**config.mk**
```make
export PLATFORM = sky130hd
export DESIGN_NAME = key_driven_pedal_steer_smoother_top
export DESIGN_NICKNAME = d
export VERILOG_FILES = /design/src/rtl/kdps_pkg.sv /design/src/rtl/kdps_dp.sv /design/src/rtl/kdps_ctrl.sv /design/src/rtl/key_driven_pedal_steer_smoother_top.sv
export VERILOG_INCLUDE_DIRS = /design/src /design/src/rtl
export SDC_FILE = /design/constraint.sdc
export NUM_CORES = 2
export LEC_CHECK = 0
export ABC_CLOCK_PERIOD_IN_PS = 34200
export BUFFER_PORTS_ARGS = -buffer_cell sky130_fd_sc_hd__buf_2
export CAP_MARGIN = 20
export CORE_MARGIN = 2
export CORE_UTILIZATION = 50
export DETAILED_ROUTE_END_ITERATION = 8
export PLACE_DENSITY = 0.66
export SLEW_MARGIN = 10
export SYNTH_ARGS = -nofsm -noshare
export SYNTH_HDL_FRONTEND = slang
export SYNTH_SLANG_ARGS = --single-unit
```
**constraint.sdc**
```tcl
create_clock -name clk -period 34.2 [get_ports clk]
set_clock_uncertainty 0.15 [all_clocks]
set_input_delay 6.84 -clock clk [delete_from_list [all_inputs] [get_ports clk]]
set_output_delay 6.84 -clock clk [all_outputs]
set_load 0.01 [all_outputs]
```
**src/rtl/key_driven_pedal_steer_smoother_top_macros.svh**
```systemverilog
// Assertion macros shared by the smoother modules
`ifndef KEY_DRIVEN_PEDAL_STEER_SMOOTHER_TOP_MACROS_SVH
`define KEY_DRIVEN_PEDAL_STEER_SMOOTHER_TOP_MACROS_SVH

// Condition must hold in the same cycle as the trigger
`define KDPS_ASSERT_IMPLY(label, clk, rst, ante, cons, msg) \
  label: assert property (@(posedge clk) disable iff (rst) (ante) |-> (cons)) else $error(msg);

// Condition must hold in the cycle after the trigger
`define KDPS_ASSERT_NEXT(label, clk, rst, ante, cons, msg) \
  label: assert property (@(posedge clk) disable iff (rst) (ante) |=> (cons)) else $error(msg);

`endif

```
**src/rtl/kdps_pkg.sv**
```systemverilog
// Types, constants and helpers for the pedal and steering smoother
package kdps_pkg;

  localparam int VALUE_FRAC_BITS = 14;
  localparam int TIME_FRAC_BITS  = 16;
  localparam int GAIN_FRAC_BITS  = 8;

  localparam int CHAN_COUNT = 4;
  localparam int CH_W       = $clog2(CHAN_COUNT);
  localparam int KEY_COUNT  = 5;
  localparam int KEY_ID_W   = 3;
  localparam int OP_W       = 4;

  localparam int VAL_W   = 16;
  localparam int WIDE_W  = 26;
  localparam int TIME_W  = 16;
  localparam int GAIN_W  = 16;
  localparam int DELTA_W = 15;
  localparam int CFG_W   = 16;
  localparam int CFG_IDX_W = 3;
  localparam int MODE_W  = 2;
  localparam int OUT_U_W = 15;
  localparam int MUL_A_W = 32;
  localparam int PROD_W  = MUL_A_W + TIME_W;
  localparam int SHIFT   = GAIN_FRAC_BITS + TIME_FRAC_BITS;
  localparam int INC_W   = PROD_W - SHIFT;

  localparam logic signed [WIDE_W-1:0] ONE_WIDE = WIDE_W'(1 << VALUE_FRAC_BITS);
  localparam logic signed [VAL_W-1:0]  ONE_V    = VAL_W'(1 << VALUE_FRAC_BITS);

  // Register reset values
  localparam logic [GAIN_W-1:0]  GAIN_RESET    = GAIN_W'(1024);
  localparam logic [DELTA_W-1:0] DELTA_RESET   = DELTA_W'(328);
  localparam logic [TIME_W-1:0]  SUBSTEP_RESET = TIME_W'(66);

  localparam logic [MODE_W-1:0] MODE_KEYBOARD = MODE_W'(0);

  // Channel slots
  localparam logic [CH_W-1:0] CH_THR = CH_W'(0);
  localparam logic [CH_W-1:0] CH_STR = CH_W'(1);
  localparam logic [CH_W-1:0] CH_BRK = CH_W'(2);
  localparam logic [CH_W-1:0] CH_CLU = CH_W'(3);
  localparam logic [CH_W-1:0] CH_LAST = CH_W'(CHAN_COUNT - 1);

  // Key flag positions
  localparam int KEY_THR   = 0;
  localparam int KEY_BRK   = 1;
  localparam int KEY_LEFT  = 2;
  localparam int KEY_RIGHT = 3;
  localparam int KEY_CLU   = 4;

  typedef enum logic [OP_W-1:0] {
    OP_KEY            = 4'd0,
    OP_RELEASE_KEYS   = 4'd1,
    OP_THR_UP         = 4'd2,
    OP_THR_DOWN       = 4'd3,
    OP_LEFT           = 4'd4,
    OP_RIGHT          = 4'd5,
    OP_CLU_UP         = 4'd6,
    OP_CLU_DOWN       = 4'd7,
    OP_CENTER         = 4'd8,
    OP_RELEASE_PEDALS = 4'd9,
    OP_TICK           = 4'd10,
    OP_CLEAR          = 4'd11
  } op_t;

  typedef enum logic [CFG_IDX_W-1:0] {
    REG_INPUT_MODE    = 3'd0,
    REG_KEYBOARD_MODE = 3'd1,
    REG_STEERING_GAIN = 3'd2,
    REG_THROTTLE_GAIN = 3'd3,
    REG_BRAKING_GAIN  = 3'd4,
    REG_CLUTCH_GAIN   = 3'd5,
    REG_TARGET_DELTA  = 3'd6,
    REG_SUBSTEP_TIME  = 3'd7
  } cfg_reg_t;

  typedef enum logic [2:0] {
    ST_IDLE,
    ST_SUB,
    ST_MUL_MAG,
    ST_MUL_H,
    ST_UPDATE,
    ST_FINISH
  } state_t;

  typedef struct packed {
    logic [OP_W-1:0]     operation;
    logic [KEY_ID_W-1:0] key_id;
    logic                pressed;
    logic [TIME_W-1:0]   step_time;
  } cmd_item_t;

  typedef struct packed {
    logic [OUT_U_W-1:0]      throttle_out;
    logic signed [VAL_W-1:0] steering_out;
    logic [OUT_U_W-1:0]      braking_out;
    logic [OUT_U_W-1:0]      clutch_out;
  } res_item_t;

  // Controller to datapath commands
  typedef struct packed {
    logic            accept;
    logic            load_out;
    logic            start_sub;
    logic            mul_mag;
    logic            mul_h;
    logic            update;
    logic [CH_W-1:0] ch;
  } ctl_cmd_t;

  // Datapath to controller status
  typedef struct packed {
    logic tick_work;
    logic sub_done;
  } ctl_stat_t;

  // Clamp a wide value to the range of its channel
  function automatic logic signed [VAL_W-1:0] clamp_val(
    input logic signed [WIDE_W-1:0] v,
    input logic                     is_steer
  );
    logic signed [WIDE_W-1:0] lo;
    logic signed [WIDE_W-1:0] r;
    lo = is_steer ? -ONE_WIDE : '0;
    if (v < lo) begin
      r = lo;
    end else if (v > ONE_WIDE) begin
      r = ONE_WIDE;
    end else begin
      r = v;
    end
    return VAL_W'(r);
  endfunction

endpackage

```
**src/rtl/kdps_dp.sv**
```systemverilog
// Datapath: registers, key and target logic, shared lag multiplier
`include "key_driven_pedal_steer_smoother_top_macros.svh"

module kdps_dp (
  input  logic                              clk,
  input  logic                              rst,
  input  logic                              cfg_write,
  input  logic [kdps_pkg::CFG_IDX_W-1:0]    cfg_index,
  input  logic [kdps_pkg::CFG_W-1:0]        cfg_data,
  input  kdps_pkg::cmd_item_t               cmd_item,
  input  kdps_pkg::ctl_cmd_t                ctl,
  output kdps_pkg::ctl_stat_t               stat,
  output kdps_pkg::res_item_t               res_item
);
  import kdps_pkg::*;

  // Configuration
  logic [MODE_W-1:0]  input_mode;
  logic               keyboard_mode;
  logic [GAIN_W-1:0]  gain [CHAN_COUNT];
  logic [DELTA_W-1:0] target_delta;
  logic [TIME_W-1:0]  substep_time;

  // Block state
  logic [KEY_COUNT-1:0]    held;
  logic [KEY_COUNT-1:0]    held_next;
  logic signed [VAL_W-1:0] tgt [CHAN_COUNT];
  logic signed [VAL_W-1:0] tgt_next [CHAN_COUNT];
  logic signed [VAL_W-1:0] smooth [CHAN_COUNT];
  logic [TIME_W-1:0]       elapsed;
  logic [TIME_W-1:0]       step_reg;
  logic [TIME_W-1:0]       h_reg;
  logic [PROD_W-1:0]       prod;
  logic                    neg_reg;

  logic signed [WIDE_W-1:0] d;
  logic signed [WIDE_W-1:0] d3;
  logic [TIME_W-1:0]        sub;
  logic [TIME_W-1:0]        rest;
  logic [TIME_W-1:0]        h;
  logic signed [VAL_W:0]    diff;
  logic [VAL_W:0]           diff_abs;
  logic [VAL_W-1:0]         mag;
  logic [MUL_A_W-1:0]       mul_a;
  logic [TIME_W-1:0]        mul_b;
  logic [PROD_W-1:0]        mul_p;
  logic [PROD_W-1:0]        rounded;
  logic [INC_W-1:0]         inc;
  logic signed [WIDE_W-1:0] sinc;
  logic signed [WIDE_W-1:0] cur;
  logic signed [VAL_W-1:0]  upd_val;

  assign d  = $signed(WIDE_W'(target_delta));
  assign d3 = (d <<< 1) + d;

  // Configuration writes
  always_ff @(posedge clk) begin
    if (rst) begin
      input_mode    <= MODE_KEYBOARD;
      keyboard_mode <= 1'b0;
      for (int i = 0; i < CHAN_COUNT; i++) begin
        gain[i] <= GAIN_RESET;
      end
      target_delta  <= DELTA_RESET;
      substep_time  <= SUBSTEP_RESET;
    end else if (cfg_write) begin
      unique case (cfg_reg_t'(cfg_index))
        REG_INPUT_MODE:    input_mode     <= cfg_data[MODE_W-1:0];
        REG_KEYBOARD_MODE: keyboard_mode  <= cfg_data[0];
        REG_STEERING_GAIN: gain[CH_STR]   <= cfg_data[GAIN_W-1:0];
        REG_THROTTLE_GAIN: gain[CH_THR]   <= cfg_data[GAIN_W-1:0];
        REG_BRAKING_GAIN:  gain[CH_BRK]   <= cfg_data[GAIN_W-1:0];
        REG_CLUTCH_GAIN:   gain[CH_CLU]   <= cfg_data[GAIN_W-1:0];
        REG_TARGET_DELTA:  target_delta   <= cfg_data[DELTA_W-1:0];
        REG_SUBSTEP_TIME:  substep_time   <= cfg_data[TIME_W-1:0];
        default: ;
      endcase
    end
  end

  // Decode a request: key flags and target nudges
  always_comb begin
    logic signed [VAL_W-1:0] thr_new;
    logic lft;
    logic rgt;
    held_next = held;
    for (int i = 0; i < CHAN_COUNT; i++) begin
      tgt_next[i] = tgt[i];
    end
    thr_new = '0;
    lft = held[KEY_LEFT];
    rgt = held[KEY_RIGHT];
    unique case (op_t'(cmd_item.operation))
      OP_KEY: begin
        for (int i = 0; i < KEY_COUNT; i++) begin
          if (cmd_item.key_id == KEY_ID_W'(i)) held_next[i] = cmd_item.pressed;
        end
      end
      OP_RELEASE_KEYS: held_next = '0;
      OP_THR_UP: begin
        thr_new = clamp_val(WIDE_W'(tgt[CH_THR]) + d, 1'b0);
        tgt_next[CH_THR] = thr_new;
        if (thr_new > 0) tgt_next[CH_BRK] = clamp_val(WIDE_W'(tgt[CH_BRK]) - d3, 1'b0);
      end
      OP_THR_DOWN: begin
        thr_new = clamp_val(WIDE_W'(tgt[CH_THR]) - d3, 1'b0);
        tgt_next[CH_THR] = thr_new;
        if (thr_new <= 0) tgt_next[CH_BRK] = clamp_val(WIDE_W'(tgt[CH_BRK]) + d, 1'b0);
      end
      OP_LEFT:     tgt_next[CH_STR] = clamp_val(WIDE_W'(tgt[CH_STR]) + d, 1'b1);
      OP_RIGHT:    tgt_next[CH_STR] = clamp_val(WIDE_W'(tgt[CH_STR]) - d, 1'b1);
      OP_CLU_UP:   tgt_next[CH_CLU] = clamp_val(WIDE_W'(tgt[CH_CLU]) + d, 1'b0);
      OP_CLU_DOWN: tgt_next[CH_CLU] = clamp_val(WIDE_W'(tgt[CH_CLU]) - d, 1'b0);
      OP_CENTER: begin
        held_next[KEY_LEFT]  = 1'b0;
        held_next[KEY_RIGHT] = 1'b0;
        tgt_next[CH_STR]     = '0;
      end
      OP_RELEASE_PEDALS: begin
        held_next[KEY_THR] = 1'b0;
        held_next[KEY_BRK] = 1'b0;
        held_next[KEY_CLU] = 1'b0;
        tgt_next[CH_THR]   = '0;
        tgt_next[CH_BRK]   = '0;
        tgt_next[CH_CLU]   = '0;
      end
      OP_TICK: begin
        // held mode: keys define the targets, brake wins over throttle
        if (input_mode == MODE_KEYBOARD && keyboard_mode) begin
          tgt_next[CH_THR] = (held[KEY_THR] && !held[KEY_BRK]) ? ONE_V : '0;
          tgt_next[CH_BRK] = held[KEY_BRK] ? ONE_V : '0;
          tgt_next[CH_CLU] = held[KEY_CLU] ? ONE_V : '0;
          tgt_next[CH_STR] = (lft && !rgt) ? ONE_V : ((rgt && !lft) ? -ONE_V : '0);
        end
      end
      OP_CLEAR: begin
        held_next = '0;
        for (int i = 0; i < CHAN_COUNT; i++) begin
          tgt_next[i] = '0;
        end
      end
      default: ;
    endcase
  end

  // Substep length
  assign sub  = (substep_time == '0) ? TIME_W'(1) : substep_time;
  assign rest = step_reg - elapsed;
  assign h    = (sub < rest) ? sub : rest;

  // Shared multiplier: error magnitude times gain, then times substep
  assign diff     = (VAL_W+1)'(tgt[ctl.ch]) - (VAL_W+1)'(smooth[ctl.ch]);
  assign diff_abs = diff[VAL_W] ? (VAL_W+1)'(-diff) : (VAL_W+1)'(diff);
  assign mag      = diff_abs[VAL_W-1:0];
  assign mul_a    = ctl.mul_h ? prod[MUL_A_W-1:0] : MUL_A_W'(mag);
  assign mul_b    = ctl.mul_h ? h_reg : gain[ctl.ch];
  assign mul_p    = PROD_W'(mul_a) * PROD_W'(mul_b);

  // Round to nearest, ties away from zero, then apply with sign and clamp
  assign rounded = prod + (PROD_W'(1) << (SHIFT - 1));
  assign inc     = rounded[PROD_W-1:SHIFT];
  assign sinc    = $signed(WIDE_W'(inc));
  assign cur     = WIDE_W'(smooth[ctl.ch]);
  assign upd_val = clamp_val(neg_reg ? cur - sinc : cur + sinc, ctl.ch == CH_STR);

  // Control state of the block
  always_ff @(posedge clk) begin
    if (rst) begin
      held    <= '0;
      elapsed <= '0;
      for (int i = 0; i < CHAN_COUNT; i++) begin
        tgt[i]    <= '0;
        smooth[i] <= '0;
      end
    end else begin
      if (ctl.accept) begin
        held    <= held_next;
        elapsed <= '0;
        for (int i = 0; i < CHAN_COUNT; i++) begin
          tgt[i] <= tgt_next[i];
        end
      end
      if (ctl.start_sub) elapsed <= elapsed + h;
      if (ctl.update) smooth[ctl.ch] <= upd_val;
    end
  end

  // Payload registers
  always_ff @(posedge clk) begin
    if (ctl.accept) step_reg <= cmd_item.step_time;
    if (ctl.start_sub) h_reg <= h;
    if (ctl.mul_mag) neg_reg <= diff[VAL_W];
    if (ctl.mul_mag || ctl.mul_h) prod <= mul_p;
    if (ctl.load_out) begin
      res_item.throttle_out <= smooth[CH_THR][OUT_U_W-1:0];
      res_item.steering_out <= smooth[CH_STR];
      res_item.braking_out  <= smooth[CH_BRK][OUT_U_W-1:0];
      res_item.clutch_out   <= smooth[CH_CLU][OUT_U_W-1:0];
    end
  end

  assign stat.tick_work = (cmd_item.operation == OP_TICK) && (input_mode == MODE_KEYBOARD)
                          && (cmd_item.step_time != '0);
  assign stat.sub_done  = (elapsed == step_reg);

  `KDPS_ASSERT_IMPLY(a_smooth_range, clk, rst, 1'b1, (smooth[CH_STR] >= -ONE_V) && (smooth[CH_STR] <= ONE_V) && (smooth[CH_THR] >= 0) && (smooth[CH_THR] <= ONE_V), "smoothed value left its range")
  `KDPS_ASSERT_NEXT(a_sub_advances, clk, rst, ctl.start_sub, (elapsed > $past(elapsed)) && (elapsed <= step_reg), "substep did not advance time within the tick")

endmodule

```
**src/rtl/kdps_ctrl.sv**
```systemverilog
// Controller: request handshake, substep and channel sequencing
`include "key_driven_pedal_steer_smoother_top_macros.svh"

module kdps_ctrl (
  input  logic                clk,
  input  logic                rst,
  input  logic                cmd_valid,
  output logic                cmd_stall,
  output logic                res_valid,
  input  logic                res_stall,
  input  kdps_pkg::ctl_stat_t stat,
  output kdps_pkg::ctl_cmd_t  ctl
);
  import kdps_pkg::*;

  state_t          state;
  state_t          state_next;
  logic [CH_W-1:0] ch;
  logic [CH_W-1:0] ch_next;
  logic            out_free;
  logic            accept;

  // Take a request when idle and the result register is empty or draining
  assign out_free  = !res_valid || !res_stall;
  assign cmd_stall = !((state == ST_IDLE) && out_free);
  assign accept    = cmd_valid && !cmd_stall;

  // Next state
  always_comb begin
    state_next = state;
    unique case (state)
      ST_IDLE:    if (accept && stat.tick_work) state_next = ST_SUB;
      ST_SUB:     state_next = ST_MUL_MAG;
      ST_MUL_MAG: state_next = ST_MUL_H;
      ST_MUL_H:   state_next = ST_UPDATE;
      ST_UPDATE: begin
        if (ch != CH_LAST) state_next = ST_MUL_MAG;
        else if (stat.sub_done) state_next = ST_FINISH;
        else state_next = ST_SUB;
      end
      ST_FINISH:  state_next = ST_IDLE;
      default:    state_next = ST_IDLE;
    endcase
  end

  // Channel counter: restart each substep, advance after each update
  always_comb begin
    ch_next = ch;
    if (state == ST_SUB) ch_next = '0;
    else if (state == ST_UPDATE) ch_next = CH_W'(ch + 1'b1);
  end

  // Commands to the datapath
  always_comb begin
    ctl.accept    = accept;
    ctl.load_out  = (accept && !stat.tick_work) || (state == ST_FINISH);
    ctl.start_sub = (state == ST_SUB);
    ctl.mul_mag   = (state == ST_MUL_MAG);
    ctl.mul_h     = (state == ST_MUL_H);
    ctl.update    = (state == ST_UPDATE);
    ctl.ch        = ch;
  end

  always_ff @(posedge clk) begin
    if (rst) begin
      state     <= ST_IDLE;
      ch        <= '0;
      res_valid <= 1'b0;
    end else begin
      state <= state_next;
      ch    <= ch_next;
      if (ctl.load_out) res_valid <= 1'b1;
      else if (!res_stall) res_valid <= 1'b0;
    end
  end

  `KDPS_ASSERT_NEXT(a_tick_starts, clk, rst, accept && stat.tick_work, state == ST_SUB, "tick with work did not start a substep")
  `KDPS_ASSERT_IMPLY(a_finish_empty, clk, rst, state == ST_FINISH, !res_valid, "result register occupied at end of tick")
  `KDPS_ASSERT_IMPLY(a_busy_stalls, clk, rst, state != ST_IDLE, cmd_stall && !ctl.accept, "request taken while a tick is running")

endmodule

```
**src/rtl/key_driven_pedal_steer_smoother_top.sv**
```systemverilog
// Top level of the key-driven pedal and steering smoother
//
//   channel  signals                          carries
//   cmd      cmd_valid, cmd_stall, cmd_item   key commands and ticks in
//   res      res_valid, res_stall, res_item   smoothed controls out
//   cfg      cfg_write, cfg_index, cfg_data   register writes, no wait
//
// Any request other than a working tick gives its result in the cycle after acceptance.
// A keyboard tick with nonzero step_time runs substeps: SUB, then MUL_MAG, MUL_H and
// UPDATE per channel, then FINISH; one 32x16 multiplier is shared across the channels.
// Reset is synchronous and needs no clearing pass; the block is ready the cycle after.
// cmd_stall is high while a tick runs, and while a result waits and res_stall is high.
module key_driven_pedal_steer_smoother_top (
  input  logic                            clk,
  input  logic                            rst,
  input  logic                            cmd_valid,
  output logic                            cmd_stall,
  input  kdps_pkg::cmd_item_t             cmd_item,
  output logic                            res_valid,
  input  logic                            res_stall,
  output kdps_pkg::res_item_t             res_item,
  input  logic                            cfg_write,
  input  logic [kdps_pkg::CFG_IDX_W-1:0]  cfg_index,
  input  logic [kdps_pkg::CFG_W-1:0]      cfg_data
);
  import kdps_pkg::*;

  ctl_cmd_t  ctl;
  ctl_stat_t stat;

  // Sequencer
  kdps_ctrl u_ctrl (
    .clk       (clk),
    .rst       (rst),
    .cmd_valid (cmd_valid),
    .cmd_stall (cmd_stall),
    .res_valid (res_valid),
    .res_stall (res_stall),
    .stat      (stat),
    .ctl       (ctl)
  );

  // Registers and arithmetic
  kdps_dp u_dp (
    .clk       (clk),
    .rst       (rst),
    .cfg_write (cfg_write),
    .cfg_index (cfg_index),
    .cfg_data  (cfg_data),
    .cmd_item  (cmd_item),
    .ctl       (ctl),
    .stat      (stat),
    .res_item  (res_item)
  );

endmodule

```
==> impl_metrics.yaml <==
synth:
  synth-async-reset-ratio: 0
  syn-instance-count: 4848
  yosysSeqAreaShare: 0.252
  synth.distinct_cells: 96
  ys.flop_type: "edfxtp_1"
  syn_area_um2: 44800
  synth_enable_flop_cells: 334
  synth_warnings: 0
  synth.avg_cell_area_um2: 9.25
  synth-seq-cells: 397
die:
  die_area_um2: 92100
  core_area_um2: 88600
  die_h_um: 303
  core.rowCount: 109
  ios: 111
  initial_core_util: 0.506
  die_w_um: 303
placed_design:
  dp_slack_ns: 19.97
  io_buffers: 110
  placedCellCount: 5976
  gp_congestion: 0.938
  hpwlAfterDp_um: 99900
sta:
  rsz0062_at_grt: "false"
  setup_viol: 0
  finalSetupTns_ns: 0
  tightest_slew_ns: 1.12
  fin_crit_ns: 14.23
  hold_violations: 0
  setup_slack_ns: 19.97
  fmax_mhz: 70.3
  drv_slew: 0
  holdWs_ns: 0.292
  slew_headroom: 0.251
  min_period_over_period: 0.416
drt:
  wl_per_cell_um: 21.1
  ant_nets: 0
  vias: 35500
  vias_per_cell: 5.86
  first_pass_iters: 6
  drcViolationCount: 0
  routed_wl_um: 128000
  drtIter0Drc: 2810
cells_and_area:
  top_regs: "u_dp.gain: 64 flops, u_dp.smooth: 64 flops, u_dp.tgt: 64 flops"
  area_growth_pct: 7.34
  fillers: 8082
  fin_cells: 6064
  layout.nets: 5706
  drive_gt1_frac: 0.0725
  diodes: 0
min_path:
  whs_path_depth: 0
  hold_class: "reg -> reg"
cts:
  clockBufferDepth: 3
  clk_latency_ns: 0.61
  clk_pin_slew_worst_paths_ns: 0.07
  clockRootBuffer: "clkbuf_16"
  cts_hold_buf: 0
  cts_resized: 0
  cts_tree: "built"
  h-tree-depth: 2
  clock-sinks: 397
  numCtsBuffers: 45
  cts_setup_buffers: 0
grt:
  first_global_vias: 35000
  grt_pass1_wl_um: 198000
  grt_usage: 0.279
  antenna_found_initial: 2
  grt-ovfl-total: 0
  grt_max_degree: 70
setup_path:
  cp-end-kind: "output port"
  reg2reg_depth: 39
  crit_fanout: 3
  worst_ep_required_time_ns: 27.21
  path_class: "in -> out"
  arrival_ns: 7.24
  startpoint_type: "input pin"
status:
  status: "complete, no violations"
run:
  cap_violations: 0
cells in the mapped netlist (41+ instances only):
cell type	instances	area share
o21ai_0	167	0.019
nor2b_1	52	0.0073
nand3_1	78	0.0087
clkbuf_1	158	0.013
nand2b_1	60	0.0084
nor2_1	341	0.029
nand2_1	535	0.045
a21o_1	74	0.012
and2_1	155	0.022
a21oi_1	247	0.028
inv_1	632	0.053
xor2_1	94	0.018
o21a_1	45	0.0075
and3_1	60	0.0084
xnor2_1	164	0.032
nor3_1	121	0.014
mux4_2	48	0.024
ha_1	365	0.10
nand4_1	41	0.0057
dfxtp_1	63	0.028
a31oi_1	48	0.0067
edfxtp_1	334	0.22
fa_1	431	0.19
layout by cell type, fill, tap and decap left out, types with 60 or more instances in the layout:
cell and n:
nor3_1 119, edfxtp_1 334, and2_1 154, ha_1 365, dfxtp_1 61, inv_1 631, o21ai_0 160, and3_1 60
xnor2_1 164, nor2_1 341, a21o_1 74, nand2b_1 60, xor2_1 94, buf_2 110, fa_1 431, a21oi_1 246
nand2_1 534, nand3_1 78
per-stage QoR:
step	util	area (µm²)
finish	0.543	48100
CTS	0.543	48100
floorplan	-	44900
detailed placement	0.524	46500
global route	0.543	48100
global placement	0.524	46500
worst max-delay path, stage by stage:
cell,delay [ns]
buf_2,0.10
nand2_1,0.09
nand2_1,0.06
buf_2,0.15
kinds of logic after synthesis:
family | after synthesis | share of synthesized area
xor+xnor | 260 | 0.0511
flops | 397 | 0.252
compound gates | 888 | 0.128
mux | 87 | 0.0331
buf+inv | 832 | 0.0708
fa+ha+maj | 796 | 0.294
simple gates | 1587 | 0.171
other cells | 1 | 0.0000836
path summary, 6_finish.rpt:
check                     startpoint            end  slack (ns)
hold reg to reg   u_dp.smooth[1][14]   res_item[44]        0.29
hold / removal    u_dp.smooth[1][14]   res_item[44]        0.29
setup reg to reg            register  u_dp.prod[47]       21.33
setup / recovery           res_stall      cmd_stall       19.97
metal layers:
metal / routed length (µm) / track usage
met1: 54000 / 0.376
met2: 61300 / 0.466
met3: 7720 / 0.0310
met4: 4970 / 0.0992
met5: 11 / 0
final cells by class:
class,count,area (µm²),share of cell area
clock buffers,55,1250,0.0261
multi-input cells,3621,30400,0.632
repair buffers,163,956,0.0199
inverters,634,2380,0.0494
well taps,1165,1460,0.0303
clock inverters,29,358,0.00743
flip-flops and latches,397,11300,0.235
Power is not shown: default switching activity piles up to over one toggle a cycle in this logic, so the estimate is an artifact.
